==> config.mk <==
export PLATFORM = sky130hd
export DESIGN_NAME = button_auto_repeat_top_flat
export DESIGN_NICKNAME = d
export VERILOG_FILES = /design/src/design/btn_ar_pkg.sv /design/src/design/btn_ar_if.sv /design/src/design/button_auto_repeat_top.sv /design/src/design/btn_ar_lane.sv /design/src/design/btn_ar_merge.sv /design/src/flat_wrapper.sv
export SDC_FILE = /design/constraint.sdc
export NUM_CORES = 1
export LEC_CHECK = 0
export BUFFER_PORTS_ARGS = -buffer_cell sky130_fd_sc_hd__buf_4
export CORE_MARGIN = 1.5
export CORE_UTILIZATION = 65
export CTS_CLUSTER_SIZE = 12
export DETAILED_ROUTE_END_ITERATION = 8
export GPL_TIMING_DRIVEN = 0
export PLACE_DENSITY_LB_ADDON = 0.2
export SLEW_MARGIN = 0
export SYNTH_ARGS = -nofsm -noshare
export SYNTH_HDL_FRONTEND = slang
export SYNTH_SLANG_ARGS = --single-unit
==> constraint.sdc <==
create_clock -name i_clk -period 8.1 [get_ports i_clk]
set_input_delay 2.43 -clock i_clk [delete_from_list [all_inputs] [get_ports i_clk]]
set_output_delay 2.43 -clock i_clk [all_outputs]
set_load 0.02 [all_outputs]
==> src/design/btn_ar_pkg.sv <==
// btn_ar_pkg: shared types, constants and lane codes for the button auto-repeat block
// no dependencies; used by every design file of the block
// lane order is the scan priority: up, down, right, left, R1, L1
package btn_ar_pkg;

    localparam int BTN_W      = 16;
    localparam int CFG_W      = 8;
    localparam int CFG_IDX_W  = 2;
    localparam int CTR_W      = 10;
    localparam int LANE_COUNT = 6;
    localparam int DIR_LANES  = 4;

    localparam logic [CFG_IDX_W-1:0] REG_INITIAL_DELAY   = 2'd0;
    localparam logic [CFG_IDX_W-1:0] REG_REPEAT_PERIOD   = 2'd1;
    localparam logic [CFG_IDX_W-1:0] REG_SHOULDER_PERIOD = 2'd2;

    localparam logic [BTN_W-1:0] LANE_CODES [LANE_COUNT] = '{
        16'h1000, 16'h4000, 16'h2000, 16'h8000, 16'h0008, 16'h0004
    };

    typedef enum logic [1:0] {
        LANE_KEEP = 2'd0,
        LANE_INC  = 2'd1,
        LANE_ZERO = 2'd2,
        LANE_FIRE = 2'd3
    } t_lane_op;

    typedef struct packed {
        logic active;
        logic held;
        logic fire;
    } t_lane_stat;

endpackage

==> src/design/btn_ar_if.sv <==
// btn_ar_if: valid/ready channel interfaces for input ticks, results and config writes
// depends on btn_ar_pkg for field widths
// each interface has a source and a sink modport
interface btn_ar_in_if;
    logic                          valid;
    logic                          ready;
    logic [btn_ar_pkg::BTN_W-1:0]  interest_mask;
    logic [btn_ar_pkg::BTN_W-1:0]  new_presses;
    logic [btn_ar_pkg::BTN_W-1:0]  held_buttons;

    modport source (output valid, interest_mask, new_presses, held_buttons, input ready);
    modport sink   (input valid, interest_mask, new_presses, held_buttons, output ready);
endinterface

interface btn_ar_out_if;
    logic                          valid;
    logic                          ready;
    logic [btn_ar_pkg::BTN_W-1:0]  result_mask;

    modport source (output valid, result_mask, input ready);
    modport sink   (input valid, result_mask, output ready);
endinterface

interface btn_ar_cfg_if;
    logic                              valid;
    logic                              ready;
    logic [btn_ar_pkg::CFG_IDX_W-1:0]  index;
    logic [btn_ar_pkg::CFG_W-1:0]      data;

    modport source (output valid, index, data, input ready);
    modport sink   (input valid, index, data, output ready);
endinterface

==> src/design/button_auto_repeat_top.sv <==
// Button auto-repeat: one input transaction is one tick and gives exactly one result
// transaction. Six counter lanes (up, down, right, left, R1, L1) evaluate in parallel
// and a priority merge picks the first repeat; an item is taken every cycle while the
// skid entry is empty, registered in the output register or, on a stall, the skid entry.
// Config writes take effect on the next tick; the config channel is always ready.
// depends on btn_ar_pkg, btn_ar_if, btn_ar_lane and btn_ar_merge
module button_auto_repeat_top (
    input  logic          i_clk,
    input  logic          i_rst_n,
    btn_ar_in_if.sink     i_in,
    btn_ar_cfg_if.sink    i_cfg,
    btn_ar_out_if.source  o_out
);

    logic [btn_ar_pkg::CFG_W-1:0] r_initial_delay;
    logic [btn_ar_pkg::CFG_W-1:0] r_repeat_period;
    logic [btn_ar_pkg::CFG_W-1:0] r_shoulder_period;

    logic                         r_out_valid;
    logic [btn_ar_pkg::BTN_W-1:0] r_out_data;
    logic                         r_skid_valid;
    logic [btn_ar_pkg::BTN_W-1:0] r_skid_data;

    logic                         w_accept;
    logic                         w_pop;
    logic [btn_ar_pkg::BTN_W-1:0] w_pressed;
    logic [btn_ar_pkg::BTN_W-1:0] w_result;

    btn_ar_pkg::t_lane_stat [btn_ar_pkg::LANE_COUNT-1:0] w_stat;
    btn_ar_pkg::t_lane_op   [btn_ar_pkg::LANE_COUNT-1:0] w_op;

    assign i_cfg.ready = 1'b1;

    always_ff @(posedge i_clk) begin
        if (!i_rst_n) begin
            r_initial_delay   <= 8'd0;
            r_repeat_period   <= 8'd1;
            r_shoulder_period <= 8'd1;
        end else if (i_cfg.valid) begin
            case (i_cfg.index)
                btn_ar_pkg::REG_INITIAL_DELAY:   r_initial_delay   <= i_cfg.data;
                btn_ar_pkg::REG_REPEAT_PERIOD:   r_repeat_period   <= i_cfg.data;
                btn_ar_pkg::REG_SHOULDER_PERIOD: r_shoulder_period <= i_cfg.data;
                default: ;
            endcase
        end
    end

    assign i_in.ready = !r_skid_valid;
    assign w_accept   = i_in.valid && !r_skid_valid;
    assign w_pop      = r_out_valid && o_out.ready;
    assign w_pressed  = i_in.new_presses & i_in.interest_mask;

    for (genvar g = 0; g < btn_ar_pkg::LANE_COUNT; g++) begin : g_lane
        btn_ar_lane u_lane (
            .i_clk    (i_clk),
            .i_rst_n  (i_rst_n),
            .i_active (|(i_in.interest_mask & btn_ar_pkg::LANE_CODES[g])),
            .i_held   (|(i_in.held_buttons & btn_ar_pkg::LANE_CODES[g])),
            .i_delay  (r_initial_delay),
            .i_period ((g < btn_ar_pkg::DIR_LANES) ? r_repeat_period : r_shoulder_period),
            .i_op     (w_op[g]),
            .o_stat   (w_stat[g])
        );
    end

    btn_ar_merge u_merge (
        .i_accept (w_accept),
        .i_pressed(w_pressed),
        .i_stat   (w_stat),
        .o_op     (w_op),
        .o_result (w_result)
    );

    // output register plus one skid entry
    always_ff @(posedge i_clk) begin
        if (!i_rst_n) begin
            r_out_valid  <= 1'b0;
            r_skid_valid <= 1'b0;
        end else if (r_skid_valid) begin
            if (w_pop) begin
                r_out_valid  <= 1'b1;
                r_skid_valid <= 1'b0;
            end
        end else if (w_accept) begin
            if (!r_out_valid || w_pop) begin
                r_out_valid <= 1'b1;
            end else begin
                r_skid_valid <= 1'b1;
            end
        end else if (w_pop) begin
            r_out_valid <= 1'b0;
        end
    end

    always_ff @(posedge i_clk) begin
        if (r_skid_valid) begin
            if (w_pop) begin
                r_out_data <= r_skid_data;
            end
        end else if (w_accept) begin
            if (!r_out_valid || w_pop) begin
                r_out_data <= w_result;
            end else begin
                r_skid_data <= w_result;
            end
        end
    end

    assign o_out.valid       = r_out_valid;
    assign o_out.result_mask = r_out_data;

endmodule

==> src/design/btn_ar_lane.sv <==
// btn_ar_lane: one button's repeat counter with its increment, threshold and period logic
// depends on btn_ar_pkg; the update op comes from btn_ar_merge
module btn_ar_lane (
    input  logic                          i_clk,
    input  logic                          i_rst_n,
    input  logic                          i_active,
    input  logic                          i_held,
    input  logic [btn_ar_pkg::CFG_W-1:0]  i_delay,
    input  logic [btn_ar_pkg::CFG_W-1:0]  i_period,
    input  btn_ar_pkg::t_lane_op          i_op,
    output btn_ar_pkg::t_lane_stat        o_stat
);

    logic signed [btn_ar_pkg::CTR_W-1:0] r_count;
    logic signed [btn_ar_pkg::CTR_W-1:0] n_count;
    logic signed [btn_ar_pkg::CTR_W-1:0] w_next;
    logic signed [btn_ar_pkg::CTR_W-1:0] w_delay;
    logic signed [btn_ar_pkg::CTR_W-1:0] w_period;
    logic        [btn_ar_pkg::CFG_W-1:0] w_period_eff;

    assign w_next       = r_count + 10'sd1;
    assign w_delay      = $signed({2'b00, i_delay});
    // a zero period behaves as one
    assign w_period_eff = (i_period == '0) ? 8'd1 : i_period;
    assign w_period     = $signed({2'b00, w_period_eff});

    assign o_stat.active = i_active;
    assign o_stat.held   = i_held;
    assign o_stat.fire   = i_active && i_held && (w_next > w_delay);

    always_comb begin
        case (i_op)
            btn_ar_pkg::LANE_KEEP: n_count = r_count;
            btn_ar_pkg::LANE_INC:  n_count = w_next;
            btn_ar_pkg::LANE_ZERO: n_count = '0;
            btn_ar_pkg::LANE_FIRE: n_count = w_next - w_period;
            default:               n_count = r_count;
        endcase
    end

    always_ff @(posedge i_clk) begin
        if (!i_rst_n) begin
            r_count <= '0;
        end else begin
            r_count <= n_count;
        end
    end

endmodule

==> src/design/btn_ar_merge.sv <==
// btn_ar_merge: priority pick over the lane results and per-lane update ops
// depends on btn_ar_pkg; drives btn_ar_lane ops and the result word
module btn_ar_merge (
    input  logic                                                   i_accept,
    input  logic [btn_ar_pkg::BTN_W-1:0]                           i_pressed,
    input  btn_ar_pkg::t_lane_stat [btn_ar_pkg::LANE_COUNT-1:0]    i_stat,
    output btn_ar_pkg::t_lane_op   [btn_ar_pkg::LANE_COUNT-1:0]    o_op,
    output logic [btn_ar_pkg::BTN_W-1:0]                           o_result
);

    logic found;

    always_comb begin
        found    = 1'b0;
        o_result = '0;
        for (int i = 0; i < btn_ar_pkg::LANE_COUNT; i++) begin
            o_op[i] = btn_ar_pkg::LANE_KEEP;
        end
        if (i_pressed != '0) begin
            o_result = i_pressed;
            // a new press clears only the direction counters
            for (int i = 0; i < btn_ar_pkg::DIR_LANES; i++) begin
                o_op[i] = btn_ar_pkg::LANE_ZERO;
            end
        end else begin
            for (int i = 0; i < btn_ar_pkg::LANE_COUNT; i++) begin
                if (!found && i_stat[i].active) begin
                    if (i_stat[i].fire) begin
                        found    = 1'b1;
                        o_op[i]  = btn_ar_pkg::LANE_FIRE;
                        o_result = btn_ar_pkg::LANE_CODES[i];
                    end else if (i_stat[i].held) begin
                        o_op[i] = btn_ar_pkg::LANE_INC;
                    end else begin
                        o_op[i] = btn_ar_pkg::LANE_ZERO;
                    end
                end
            end
        end
        if (!i_accept) begin
            for (int i = 0; i < btn_ar_pkg::LANE_COUNT; i++) begin
                o_op[i] = btn_ar_pkg::LANE_KEEP;
            end
        end
    end

endmodule

==> src/flat_wrapper.sv <==
// flat-port wrapper written by rule: the top's interface ports become plain ports
module button_auto_repeat_top_flat 
  (i_clk, i_rst_n, i_in_valid, i_in_interest_mask, i_in_new_presses, i_in_held_buttons, i_in_ready, i_cfg_valid, i_cfg_index, i_cfg_data, i_cfg_ready, o_out_valid, o_out_result_mask, o_out_ready);
  btn_ar_in_if i_in_i ();
  btn_ar_cfg_if i_cfg_i ();
  btn_ar_out_if o_out_i ();
  input  logic i_clk;
  input  logic i_rst_n;
  input wire logic [$bits(i_in_i.valid)-1:0] i_in_valid;
  input wire logic [$bits(i_in_i.interest_mask)-1:0] i_in_interest_mask;
  input wire logic [$bits(i_in_i.new_presses)-1:0] i_in_new_presses;
  input wire logic [$bits(i_in_i.held_buttons)-1:0] i_in_held_buttons;
  output wire logic [$bits(i_in_i.ready)-1:0] i_in_ready;
  input wire logic [$bits(i_cfg_i.valid)-1:0] i_cfg_valid;
  input wire logic [$bits(i_cfg_i.index)-1:0] i_cfg_index;
  input wire logic [$bits(i_cfg_i.data)-1:0] i_cfg_data;
  output wire logic [$bits(i_cfg_i.ready)-1:0] i_cfg_ready;
  output wire logic [$bits(o_out_i.valid)-1:0] o_out_valid;
  output wire logic [$bits(o_out_i.result_mask)-1:0] o_out_result_mask;
  input wire logic [$bits(o_out_i.ready)-1:0] o_out_ready;
  assign i_in_i.valid = i_in_valid;
  assign i_in_i.interest_mask = i_in_interest_mask;
  assign i_in_i.new_presses = i_in_new_presses;
  assign i_in_i.held_buttons = i_in_held_buttons;
  assign i_in_ready = i_in_i.ready;
  assign i_cfg_i.valid = i_cfg_valid;
  assign i_cfg_i.index = i_cfg_index;
  assign i_cfg_i.data = i_cfg_data;
  assign i_cfg_ready = i_cfg_i.ready;
  assign o_out_valid = o_out_i.valid;
  assign o_out_result_mask = o_out_i.result_mask;
  assign o_out_i.ready = o_out_ready;
  button_auto_repeat_top u_core (.i_clk(i_clk), .i_rst_n(i_rst_n), .i_in(i_in_i), .i_cfg(i_cfg_i), .o_out(o_out_i));
endmodule
==> metrics.txt, run 1 <==
TritonCTS clock tree=built; Final min period=roughly 4.9 ns; initial drt markers=~1,100; clock latency at the later pin of the worst-skew pair=between 0.4 and 0.5 ns; GR Overflow Total=0; Chip Width=approximately 120 um; Final Non-Filler Cells=between 1,000 and 1,500; vias post-DR=about 9,400; Post-CTS Hold Buffers=0; yosys warns=0; root buffer cell=clkbuf_16; crit path launch type=input port; kind of critical path=input port to flip-flop; I/O pin count=just over 80; Critical Path AT=approximately 5.3 ns; Die ar.=~15,000 sq um; Placed Instances=1,394; internal power=around 1.3 mW; Clock Skew=0.0116 ns; Final nets=about 1,400; area growth from synthesis to layout=14.7%; Post-Syn Instances=about 1,100; max-cap viol count=0; post-cts resize count=0; number of flops mapped to enable cells by yosys=32; Critical Path RT=8.47 ns; Final Hold Vio Count=0; FMAX=between 0.2 and 0.25 GHz; postcts setup bufs=0; net load switching power=around 0.54 mW; routed vias/inst=6.58; RSZ-0062 raised after global routing=no; max layer used=met4; Critical Path Fanout Max=10; initial antenna violation count=0; syn nets=between 1,000 and 1,500; most common cell after layout, fill and taps aside=nand2_1; Post-Place Worst Slack=between 2 and 3 ns; clock sinks=about 120; layout cells sized above 1=0.122; sequential cell area fraction in the yosys report=0.280; FF/Latch Area=2680 sq um; Final HPWL DP=about 20,000 um; Die Span Y=roughly 120 um; multi-input gate area in the final layout=6490 sq um; DRT antenna net count=0; htree depth=4; Core ar.=14,500 sq um; met1 WL=11,200 um; Flop pwr share=0.346; ant diodes=0; drt pass-1 iters=7; final setup vio count=0; routed len/inst=between 15 and 20 um; synthesized area=9580 sq um; # fillers=1,087; critical path capture point type=flip-flop; Post-Route WL=roughly 28,000 um; GPL Wtd Cong=0.962; Max Root-Sink Buffers=2; ys flop type=dfxtp_1; Distinct cells, synth=81; gr usage total=0.359; Peak VDD IR=roughly 0.16 mV; fin. max-slew vios=0; IO Port Bufs=69; met2 WL=about 13,000 um; number of remaining DRC errors=0; fraction of registers with async set/reset=0; measured slew at the worst slew-check pin=slightly below 1 ns; Fin Setup TNS=0 ns; Mapped Avg Cell Area=~8.4 sq um; Leak=4.55 nW; vias in the first global route=8,749; final worst setup slack=roughly 3.2 ns; Final Cell Area=roughly 11,000 sq um; first-pass GRT wire length=approximately 45,000 um; PwrDens=between 150 and 200 nW/um^2; Post-Place Cell Area=roughly 10,000 sq um; clock network fraction of design power=0.460; Final Cycle Share=0.602; final hold slack=about 0.47 ns; cts bufs inserted=17; CTS clk-pin slew, worst paths=~0.060 ns; most frequent cells in the layout=121 x nand2_1, 102 x ha_1, 86 x dfxtp_1; relative slew slack=0.350; met3 WL=between 2000 and 3000 um; Yosys reg bits=around 120; Starting Density=0.662; status=finished clean; largest net degree at the start of global routing=17; Hold Crit Class=flip-flop to flip-flop; part of the power in combinational logic=0.194; Sw Ratio=0.289; FP Rows=44
final cells by class:
cell class | instances | share of cell area
multi-input combinational | 921 | 0.591
sequential | 118 | 0.244
timing repair buffer | 70 | 0.0478
clock buffer | 17 | 0.0387
inverter | 62 | 0.0212
tap | 184 | 0.0210
clock inverter | 15 | 0.0206
buffer | 39 | 0.0156
path summary, 6_finish.rpt:
check                                                                      from                                         endpoint  slack, ns  cells past startpoint
worst min register to register  u_core.g_lane[5].u_lane.r_count[1]$_SDFFE_PN0P_  u_core.g_lane[5].u_lane.r_count[1]$_SDFFE_PN0P_       0.47                      2
worst max-delay path                                     i_in_interest_mask[14]  u_core.g_lane[1].u_lane.r_count[8]$_SDFFE_PN0P_       3.23                     11
worst min-delay path            u_core.g_lane[5].u_lane.r_count[1]$_SDFFE_PN0P_  u_core.g_lane[5].u_lane.r_count[1]$_SDFFE_PN0P_       0.47                      2
worst max register to register  u_core.g_lane[3].u_lane.r_count[0]$_SDFFE_PN0P_  u_core.g_lane[5].u_lane.r_count[9]$_SDFFE_PN0P_       3.77                     14
Yosys cell counts (8+ instances only):
library cell | instances | area, sq um
ha_1 | 102 | 1280
and3_1 | 8 | 50.1
a21boi_0 | 9 | 67.6
nor4_1 | 9 | 56.3
mux2i_1 | 17 | 170
a31oi_1 | 16 | 100
nand3_1 | 42 | 210
nand4_1 | 24 | 150
a21o_1 | 11 | 82.6
inv_1 | 60 | 225
edfxtp_1 | 32 | 961
xor2_1 | 42 | 368
nor3_1 | 26 | 130
nor3b_1 | 10 | 75.1
a211o_1 | 8 | 70.1
buf_2 | 8 | 40.0
o21a_1 | 16 | 120
dfxtp_1 | 86 | 1720
nand2b_1 | 15 | 93.8
nor2_1 | 68 | 255
o31ai_1 | 8 | 60.1
or3_1 | 9 | 56.3
nand2_1 | 121 | 454
nor2b_1 | 23 | 144
clkbuf_1 | 28 | 105
o211ai_1 | 8 | 60.1
xnor2_1 | 38 | 333
a211oi_1 | 9 | 67.6
o21ai_0 | 83 | 415
mux2_2 | 8 | 90.1
a21oi_1 | 66 | 330
cell families after synthesis:
logic type / synth area share
other: 0.000392
AOI/OAI and AO/OA: 0.209
and+or+nand+nor: 0.222
xor gates and xnor gates: 0.0732
buffers and inverters: 0.0422
adders and majority gates: 0.146
DFF: 0.280
muxes: 0.0272
sequential cells by signal, indices dropped and copies added (netlist names):
signal,cells
u_core.o_out.valid,1
u_core.r_skid_valid,1
u_core.r_shoulder_period,8
u_core.r_initial_delay,8
u_core.o_out.result_mask,16
u_core.r_skid_data,16
u_core.g_lane.u_lane.r_count,60
u_core.r_repeat_period,8
power groups by stage:
stage | registers (mW) | clock network, mW | logic [mW]
detailed placement | 0.654 | 0 | 0.347
global route | 0.643 | 0.878 | 0.391
finish | 0.642 | 0.852 | 0.360
global placement | 0.652 | 0 | 0.337
CTS | 0.641 | 0.853 | 0.351
floorplan | 0.660 | 0 | 0.232
stage by stage:
stage | power (mW) | util
final | 1.85 | 0.759
after global routing | 1.91 | 0.759
after CTS | 1.85 | 0.759
after detailed placement | 1.00 | 0.714
after global placement | 0.990 | 0.713
after floorplan | 0.892 | -
critical path, cell delays in order:
cell and delay [ns]:
buf_4 0.14, a22oi_1 0.19, nand4_1 0.17, nor3_1 0.31, buf_2 0.33, nand3_1 0.33
nor2_1 0.25, clkbuf_1 0.40, nand2_1 0.12, a2111oi_0 0.43, a21o_1 0.13
layer usage:
layer	vias up	GRT usage
li1	4369	-
met1	4374	0.459
met2	533	0.569
met3	102	0.0889
met4	0	0.171
met5	-	0
Note: power is estimated with default switching activity, not from simulation.
==> run 2: changes to the inputs <==
Settings changed: ABC_AREA set to 1, CORE_UTILIZATION 65 to 62.
Clock period 8.1 ns to 4.5 ns, I/O delays scaled along.
==> metrics.txt, run 2 <==
status=finished clean; yosys warns=0 (unchanged); layout cells sized above 1=0.118 (-0.00482); setup slack, reg-to-reg=0.69 ns (-3.08 ns); Clock Skew=0.00726 ns (-0.00436 ns); Core ar.=15,200 sq um (+5.0%); Starting Density=0.633 (-0.0283); measured slew at the worst slew-check pin=0.907 ns (-0.0593 ns); most instantiated cells after synthesis=304 x nand2_1, 160 x inv_1, 128 x a21oi_1; RSZ-0062 raised after global routing=no; postcts setup bufs=0 (unchanged); routed vias/inst=5.75 (-13%); # fillers=1,245 (+15%); Post-CTS Hold Buffers=0 (unchanged); Pwr Total=3.41 mW (+84%); Hold Crit Class=flip-flop to flip-flop; Post-Syn Instances=1,345 (+18%); synthesized area=9630 sq um (+0.51%); Hold Path Cell Cnt=2 (unchanged); fraction of registers with async set/reset=0 (unchanged); sequential cell area fraction in the yosys report=0.279 (-0.00142); Final Hold Vio Count=0 (unchanged); Reg2Reg Depth=19 (+5); Peak VDD IR=0.273 mV (+76%); Final Cycle Share=0.847; PwrDens=311 nW/um^2 (+84%); CP dominant cell by count=nand2_1; CP delay by family, top=simple AND/OR/NAND/NOR gates; crit path launch type=flip-flop; ys flop type=dfxtp_1; max incr delay on CP=0.50 ns (+0.07 ns); met2 WL=12,300 um (-1.8%); TritonCTS clock tree=built; FMAX=roughly 0.26 GHz; area growth from synthesis to layout=13.9%; Die Span Y=128 um (+2.6%); post-cts resize count=0 (unchanged); Post-Route WL=26,100 um (-6.4%); CTS clk-pin slew, worst paths=0.06 ns (about the same); Placed Instances=1,602 (+15%); most frequent cells in the layout=304 x nand2_1, 160 x inv_1, 128 x a21oi_1; number of flops mapped to enable cells by yosys=32 (unchanged); Critical Path AT=4.08 ns (-1.17 ns); met3 WL=1860 um (-36%); max layer used=met4; Die ar.=16,300 sq um (+5.2%); top cells by area, synth=dfxtp_1 18%, ha_1 13%, nand2_1 12%, edfxtp_1 10%, a21oi_1 6.7%; most common cell after layout, fill and taps aside=nand2_1; initial drt markers=747 (-32%); FP Rows=45 (+2.3%); Biggest register=u_core.g_lane.u_lane.r_count; Final HPWL DP=19,500 um (-3.0%); first-pass GRT wire length=42,100 um (-5.5%); critical path cell sequence=nand3_1 > nor2_1 > xor2_1 > ha_1 > nand2_1 > nor2_1 > nand2_1 > nand3_1 > nand2_1 > nand2_1 > nand2_1 > nand2_1 > nand2_1 > nand4_4 > nor2_4 > inv_1 > o21ai_0 > nand2_1 > o21ai_0; gr usage total=0.329 (-0.0297); r2r startpoint=u_core.g_lane[3].u_lane.r_count[0]$_SDFFE_PN0P_; Leak=5.22 nW (+15%); Critical Path RT=4.76 ns (-3.71 ns); hold path endpoint=u_core.g_lane[4].u_lane.r_count[8]$_SDFFE_PN0P_; met1 WL=11,300 um (+0.81%); Mapped Avg Cell Area=7.16 sq um (-15%); fin. max-slew vios=0 (unchanged); Fin Setup TNS=0 ns (unchanged); Chip Width=128 um (+2.6%); clock sinks=118 (unchanged); critical path capture point type=flip-flop; clock latency at the later pin of the worst-skew pair=0.43 ns (about the same); final hold slack=0.469 ns (-0.00563 ns); ant diodes=0 (unchanged); kind of critical path=flip-flop to flip-flop; relative slew slack=0.396 (+0.0455); routed len/inst=16.0 um (-18%); htree depth=4 (unchanged); hold path start=u_core.g_lane[4].u_lane.r_count[8]$_SDFFE_PN0P_; Max Root-Sink Buffers=2 (unchanged); Distinct cells, synth=57 (-30%); IO Port Bufs=69 (unchanged); root buffer cell=clkbuf_16; most instantiated library cell after synthesis=nand2_1; number of remaining DRC errors=0 (unchanged); Largest register FFs=60 (unchanged); I/O pin count=82 (unchanged); max-cap viol count=0 (unchanged); initial antenna violation count=0 (unchanged); Yosys reg bits=118 (unchanged); slowest CP cell=dfxtp_1; cts bufs inserted=17 (unchanged); GR Overflow Total=0 (unchanged); vias post-DR=9,402 (+0.26%); final setup vio count=0 (unchanged); FF-to-FF End=u_core.o_out.result_mask[2]$_DFFE_PP_; Worst Path Buf+Inv=1 (-2); Critical Path Fanout Max=8 (-2); Final nets=1,604 (+15%); syn nets=1,516 (+16%); drt pass-1 iters=5 (-2); GPL Wtd Cong=0.957 (-0.52%); share of the synthesized area in the top cell type=0.179 (-0.000911); largest net degree at the start of global routing=18 (+1); leading area contributor after synthesis=dfxtp_1; Final Non-Filler Cells=1,634 (+15%); Final min period=3.81 ns; vias in the first global route=8,761 (+0.14%); DRT antenna net count=0 (unchanged)
[run 2: power by group]
part | switching (mW) | internal [mW] | leakage (nW)
clock network | 0.542 | 0.815 | 0.277
registers | 0.0362 | 1.15 | 1.01
logic | 0.540 | 0.323 | 3.93
total | 1.12 | 2.29 | 5.22
[run 2: cell families (layout without fill, tap and decap cells)]
family	after synthesis	count (layout)	synth area share
AO/OA/AOI/OAI	284	284	0.162
XOR/XNOR	67	67	0.0610
adder cells (fa/ha/maj)	108	108	0.145
buffers and inverters	195	296	0.0811
flip-flops	118	118	0.279
other	1	1	0.000390
AND/OR/NAND/NOR	572	572	0.271
[run 2: final cells by class]
type | instances | area, sq um | share of cell area
Inverter | 167 | 632 | 0.0576
Buffer | 28 | 149 | 0.0136
Multi-Input combinational cell | 1032 | 6170 | 0.563
Sequential cell | 118 | 2680 | 0.245
Clock buffer | 17 | 425 | 0.0388
Clock inverter | 15 | 154 | 0.0140
Timing Repair Buffer | 69 | 518 | 0.0472
Tap cell | 188 | 235 | 0.0215
[run 2: how the worst max path moves through the flow]
stage,slack [ns],endpoint,cells after the start,start
2_1_floorplan,1.28,u_core.o_out.result_mask[0]$_DFFE_PP_,5,i_in_valid
3_3_place_gp,0.53,u_core.o_out.result_mask[5]$_DFFE_PP_,6,i_in_valid
3_5_place_dp,0.54,u_core.o_out.result_mask[10]$_DFFE_PP_,6,i_in_valid
4_1_cts,0.78,u_core.o_out.result_mask[2]$_DFFE_PP_,21,u_core.g_lane[2].u_lane.r_count[0]$_SDFFE_PN0P_
5_1_grt,0.30,u_core.o_out.result_mask[2]$_DFFE_PP_,18,u_core.g_lane[2].u_lane.r_count[0]$_SDFFE_PN0P_
6_report,0.69,u_core.o_out.result_mask[2]$_DFFE_PP_,19,u_core.g_lane[3].u_lane.r_count[0]$_SDFFE_PN0P_
[run 2: worst min-delay path, stage by stage (launching register included)]
cell	delay (ns)
dfxtp_1	0.31
nand2_1	0.06
a21oi_1	0.05
[run 2: through the flow]
step / worst slack [ns] / cell area [sq um] / util
2_1_floorplan: 1.28 / 9630 / -
3_3_place_gp: 0.531 / 10400 / 0.683
3_5_place_dp: 0.544 / 10400 / 0.683
4_1_cts: 0.783 / 11000 / 0.721
5_1_grt: 0.304 / 11000 / 0.721
6_report: 0.689 / 11000 / 0.721
[run 2: per-layer routing]
metal,GRT usage,vias to the layer above
met4,0.132,0
met2,0.564,348
li1,-,4686
met1,0.415,4304
met5,0,-
met3,0.0523,64
==> run 3: changes to the inputs <==
Clock period 4.5 ns to 3.56 ns, I/O delays scaled along.
==> metrics.txt, run 3 (same netlist as run 2, synthesis figures left out) <==
status=finished clean; first-pass GRT wire length=42,100 um (unchanged); multi-input gate area in the final layout=6210 sq um (+0.65%); Die ar.=16,300 sq um (unchanged); vias post-DR=9,337 (-0.69%); Clock Skew=0.00705 ns (-0.000206 ns); drt pass-1 iters=5 (unchanged); Final min period=3.36 ns (-0.447 ns); critical path capture point type=flip-flop; Final Cycle Share=0.945 (+0.0979); most common cell after layout, fill and taps aside=nand2_1; GPL Wtd Cong=0.957 (unchanged); htree depth=4 (unchanged); Biggest register=u_core.g_lane.u_lane.r_count; Chip Width=128 um (unchanged); Final Cell Area=11,000 sq um (+0.52%); Max Root-Sink Buffers=2 (unchanged); CP dominant cell by count=nand2_1; Peak VDD IR=0.345 mV (+26%); r2r startpoint=u_core.g_lane[2].u_lane.r_count[2]$_SDFFE_PN0P_; ant diodes=0 (unchanged); area growth from synthesis to layout=14.5%; Placed Instances=1,602 (unchanged); slowest CP cell=dfxtp_1; Hold Crit Class=flip-flop to flip-flop; kind of critical path=flip-flop to flip-flop; final worst setup slack=0.197 ns (-0.493 ns); I/O pin count=82 (unchanged); max incr delay on CP=0.41 ns (-0.09 ns); Post-CTS Hold Buffers=0 (unchanged); max-cap viol count=0 (unchanged); CP delay by family, top=simple AND/OR/NAND/NOR gates; Post-Place Worst Slack=-0.114 ns (-0.658 ns); PwrDens=392 nW/um^2 (+26%); crit path launch type=flip-flop; largest net degree at the start of global routing=18 (unchanged); measured slew at the worst slew-check pin=0.914 ns (+0.00759 ns); Core ar.=15,200 sq um (unchanged); CTS clk-pin slew, worst paths=0.06 ns (about the same); number of remaining DRC errors=0 (unchanged); Worst Path Buf+Inv=2 (+1); Final HPWL DP=19,500 um (unchanged); most frequent cells in the layout=302 x nand2_1, 160 x inv_1, 127 x a21oi_1; final setup vio count=0 (unchanged); critical path cell sequence=nand2_2 > nor2_4 > a21oi_1 > or2_2 > inv_1 > ha_1 > nand2_1 > nor2_1 > nand2_1 > nand3_1 > nand2_1 > nand2_1 > nand2_1 > nand2_1 > nand2_2 > nand3_4 > nor2_2 > nand2_2 > o21ai_4 > buf_6 > nand2_1 > nor2_1 > nor2_1; Final nets=1,605 (+0.062%); cts bufs inserted=17 (unchanged); fin. max-slew vios=0 (unchanged); Critical path origin=u_core.g_lane[2].u_lane.r_count[2]$_SDFFE_PN0P_; # fillers=1,235 (-0.80%); Post-Route WL=26,200 um (+0.24%); Critical Path RT=3.89 ns (-0.87 ns); FMAX=0.297 GHz (+13%); Fin Setup TNS=0 ns (unchanged); Final Hold Vio Count=0 (unchanged); hold path start=u_core.g_lane[4].u_lane.r_count[8]$_SDFFE_PN0P_; initial drt markers=731 (-2.1%); Starting Density=0.633 (unchanged); root buffer cell=clkbuf_16; Largest register FFs=60 (unchanged); Critical Path Fanout Max=10 (+2); Die Span Y=128 um (unchanged); Critical Path AT=3.69 ns (-0.39 ns); TritonCTS clock tree=built; Post-Place Cell Area=10,400 sq um (unchanged); clock sinks=118 (unchanged); IO Port Bufs=69 (unchanged); layout cells sized above 1=0.128 (+0.0103); GR Overflow Total=0 (unchanged); relative slew slack=0.390 (-0.00506); routed len/inst=16.0 um (+0.18%); vias in the first global route=8,761 (unchanged); clock latency at the later pin of the worst-skew pair=0.43 ns (about the same); FP Rows=45 (unchanged); FF/Latch Area=2690 sq um (+0.37%); Leak=5.23 nW (+0.20%); Pwr Total=4.32 mW (+27%); gr usage total=0.329 (unchanged); routed vias/inst=5.71 (-0.75%); DRT antenna net count=0 (unchanged); Final Non-Filler Cells=1,635 (+0.061%); initial antenna violation count=0 (unchanged)
[run 3: repair_timing]
| action | CTS | global route |
|---|---|---|
| resized for setup | 2 | 17 |
| pin swaps | 0 | 1 |
| setup endpoints to repair | 1 | 47 |
| setup buffers | 0 | 1 |
[run 3: stage by stage]
| stage | utilization | hold slack, ns |
|---|---|---|
| after global placement | 0.683 | 0.453 |
| after global routing | 0.725 | 0.491 |
| after detailed placement | 0.683 | 0.458 |
| after floorplan | - | 0.431 |
| after CTS | 0.721 | 0.467 |
| final | 0.725 | 0.469 |
[run 3: path summary, 6_finish.rpt]
check / cells past startpoint / to / slack (ns)
hold / removal: 2 / u_core.g_lane[4].u_lane.r_count[8]$_SDFFE_PN0P_ / 0.47
setup reg to reg: 23 / u_core.g_lane[4].u_lane.r_count[7]$_SDFFE_PN0P_ / 0.20
setup / recovery: 23 / u_core.g_lane[4].u_lane.r_count[7]$_SDFFE_PN0P_ / 0.20
hold reg to reg: 2 / u_core.g_lane[4].u_lane.r_count[8]$_SDFFE_PN0P_ / 0.47
[run 3: metal layers]
| metal | routed length (um) | GRT usage | up-vias |
|---|---|---|---|
| met5 | 0 | 0 | - |
| li1 | - | - | 4687 |
| met1 | 11200 | 0.415 | 4247 |
| met3 | 1860 | 0.0523 | 64 |
| met4 | 754 | 0.132 | 0 |
| met2 | 12400 | 0.564 | 339 |
[run 3: final cells by class]
| cell class | instances | share of cell area |
|---|---|---|
| multi-input combinational | 1032 | 0.563 |
| sequential | 118 | 0.244 |
| inverter | 167 | 0.0573 |
| timing repair buffer | 70 | 0.0477 |
| clock buffer | 17 | 0.0386 |
| tap | 188 | 0.0213 |
| clock inverter | 15 | 0.0140 |
| buffer | 28 | 0.0135 |
[run 3: tightest hold or removal path, stage by stage (launching register included)]
cell     delay (ns)
dfxtp_1        0.31
nand2_1        0.06
a21oi_1        0.05
[run 3: report_power, final]
group	switching [mW]	total, mW	leakage, nW	internal, mW
clock	0.689	1.72	0.277	1.03
combinational	0.687	1.10	3.94	0.412
sequential	0.0456	1.50	1.01	1.46
total	1.42	4.32	5.23	2.90
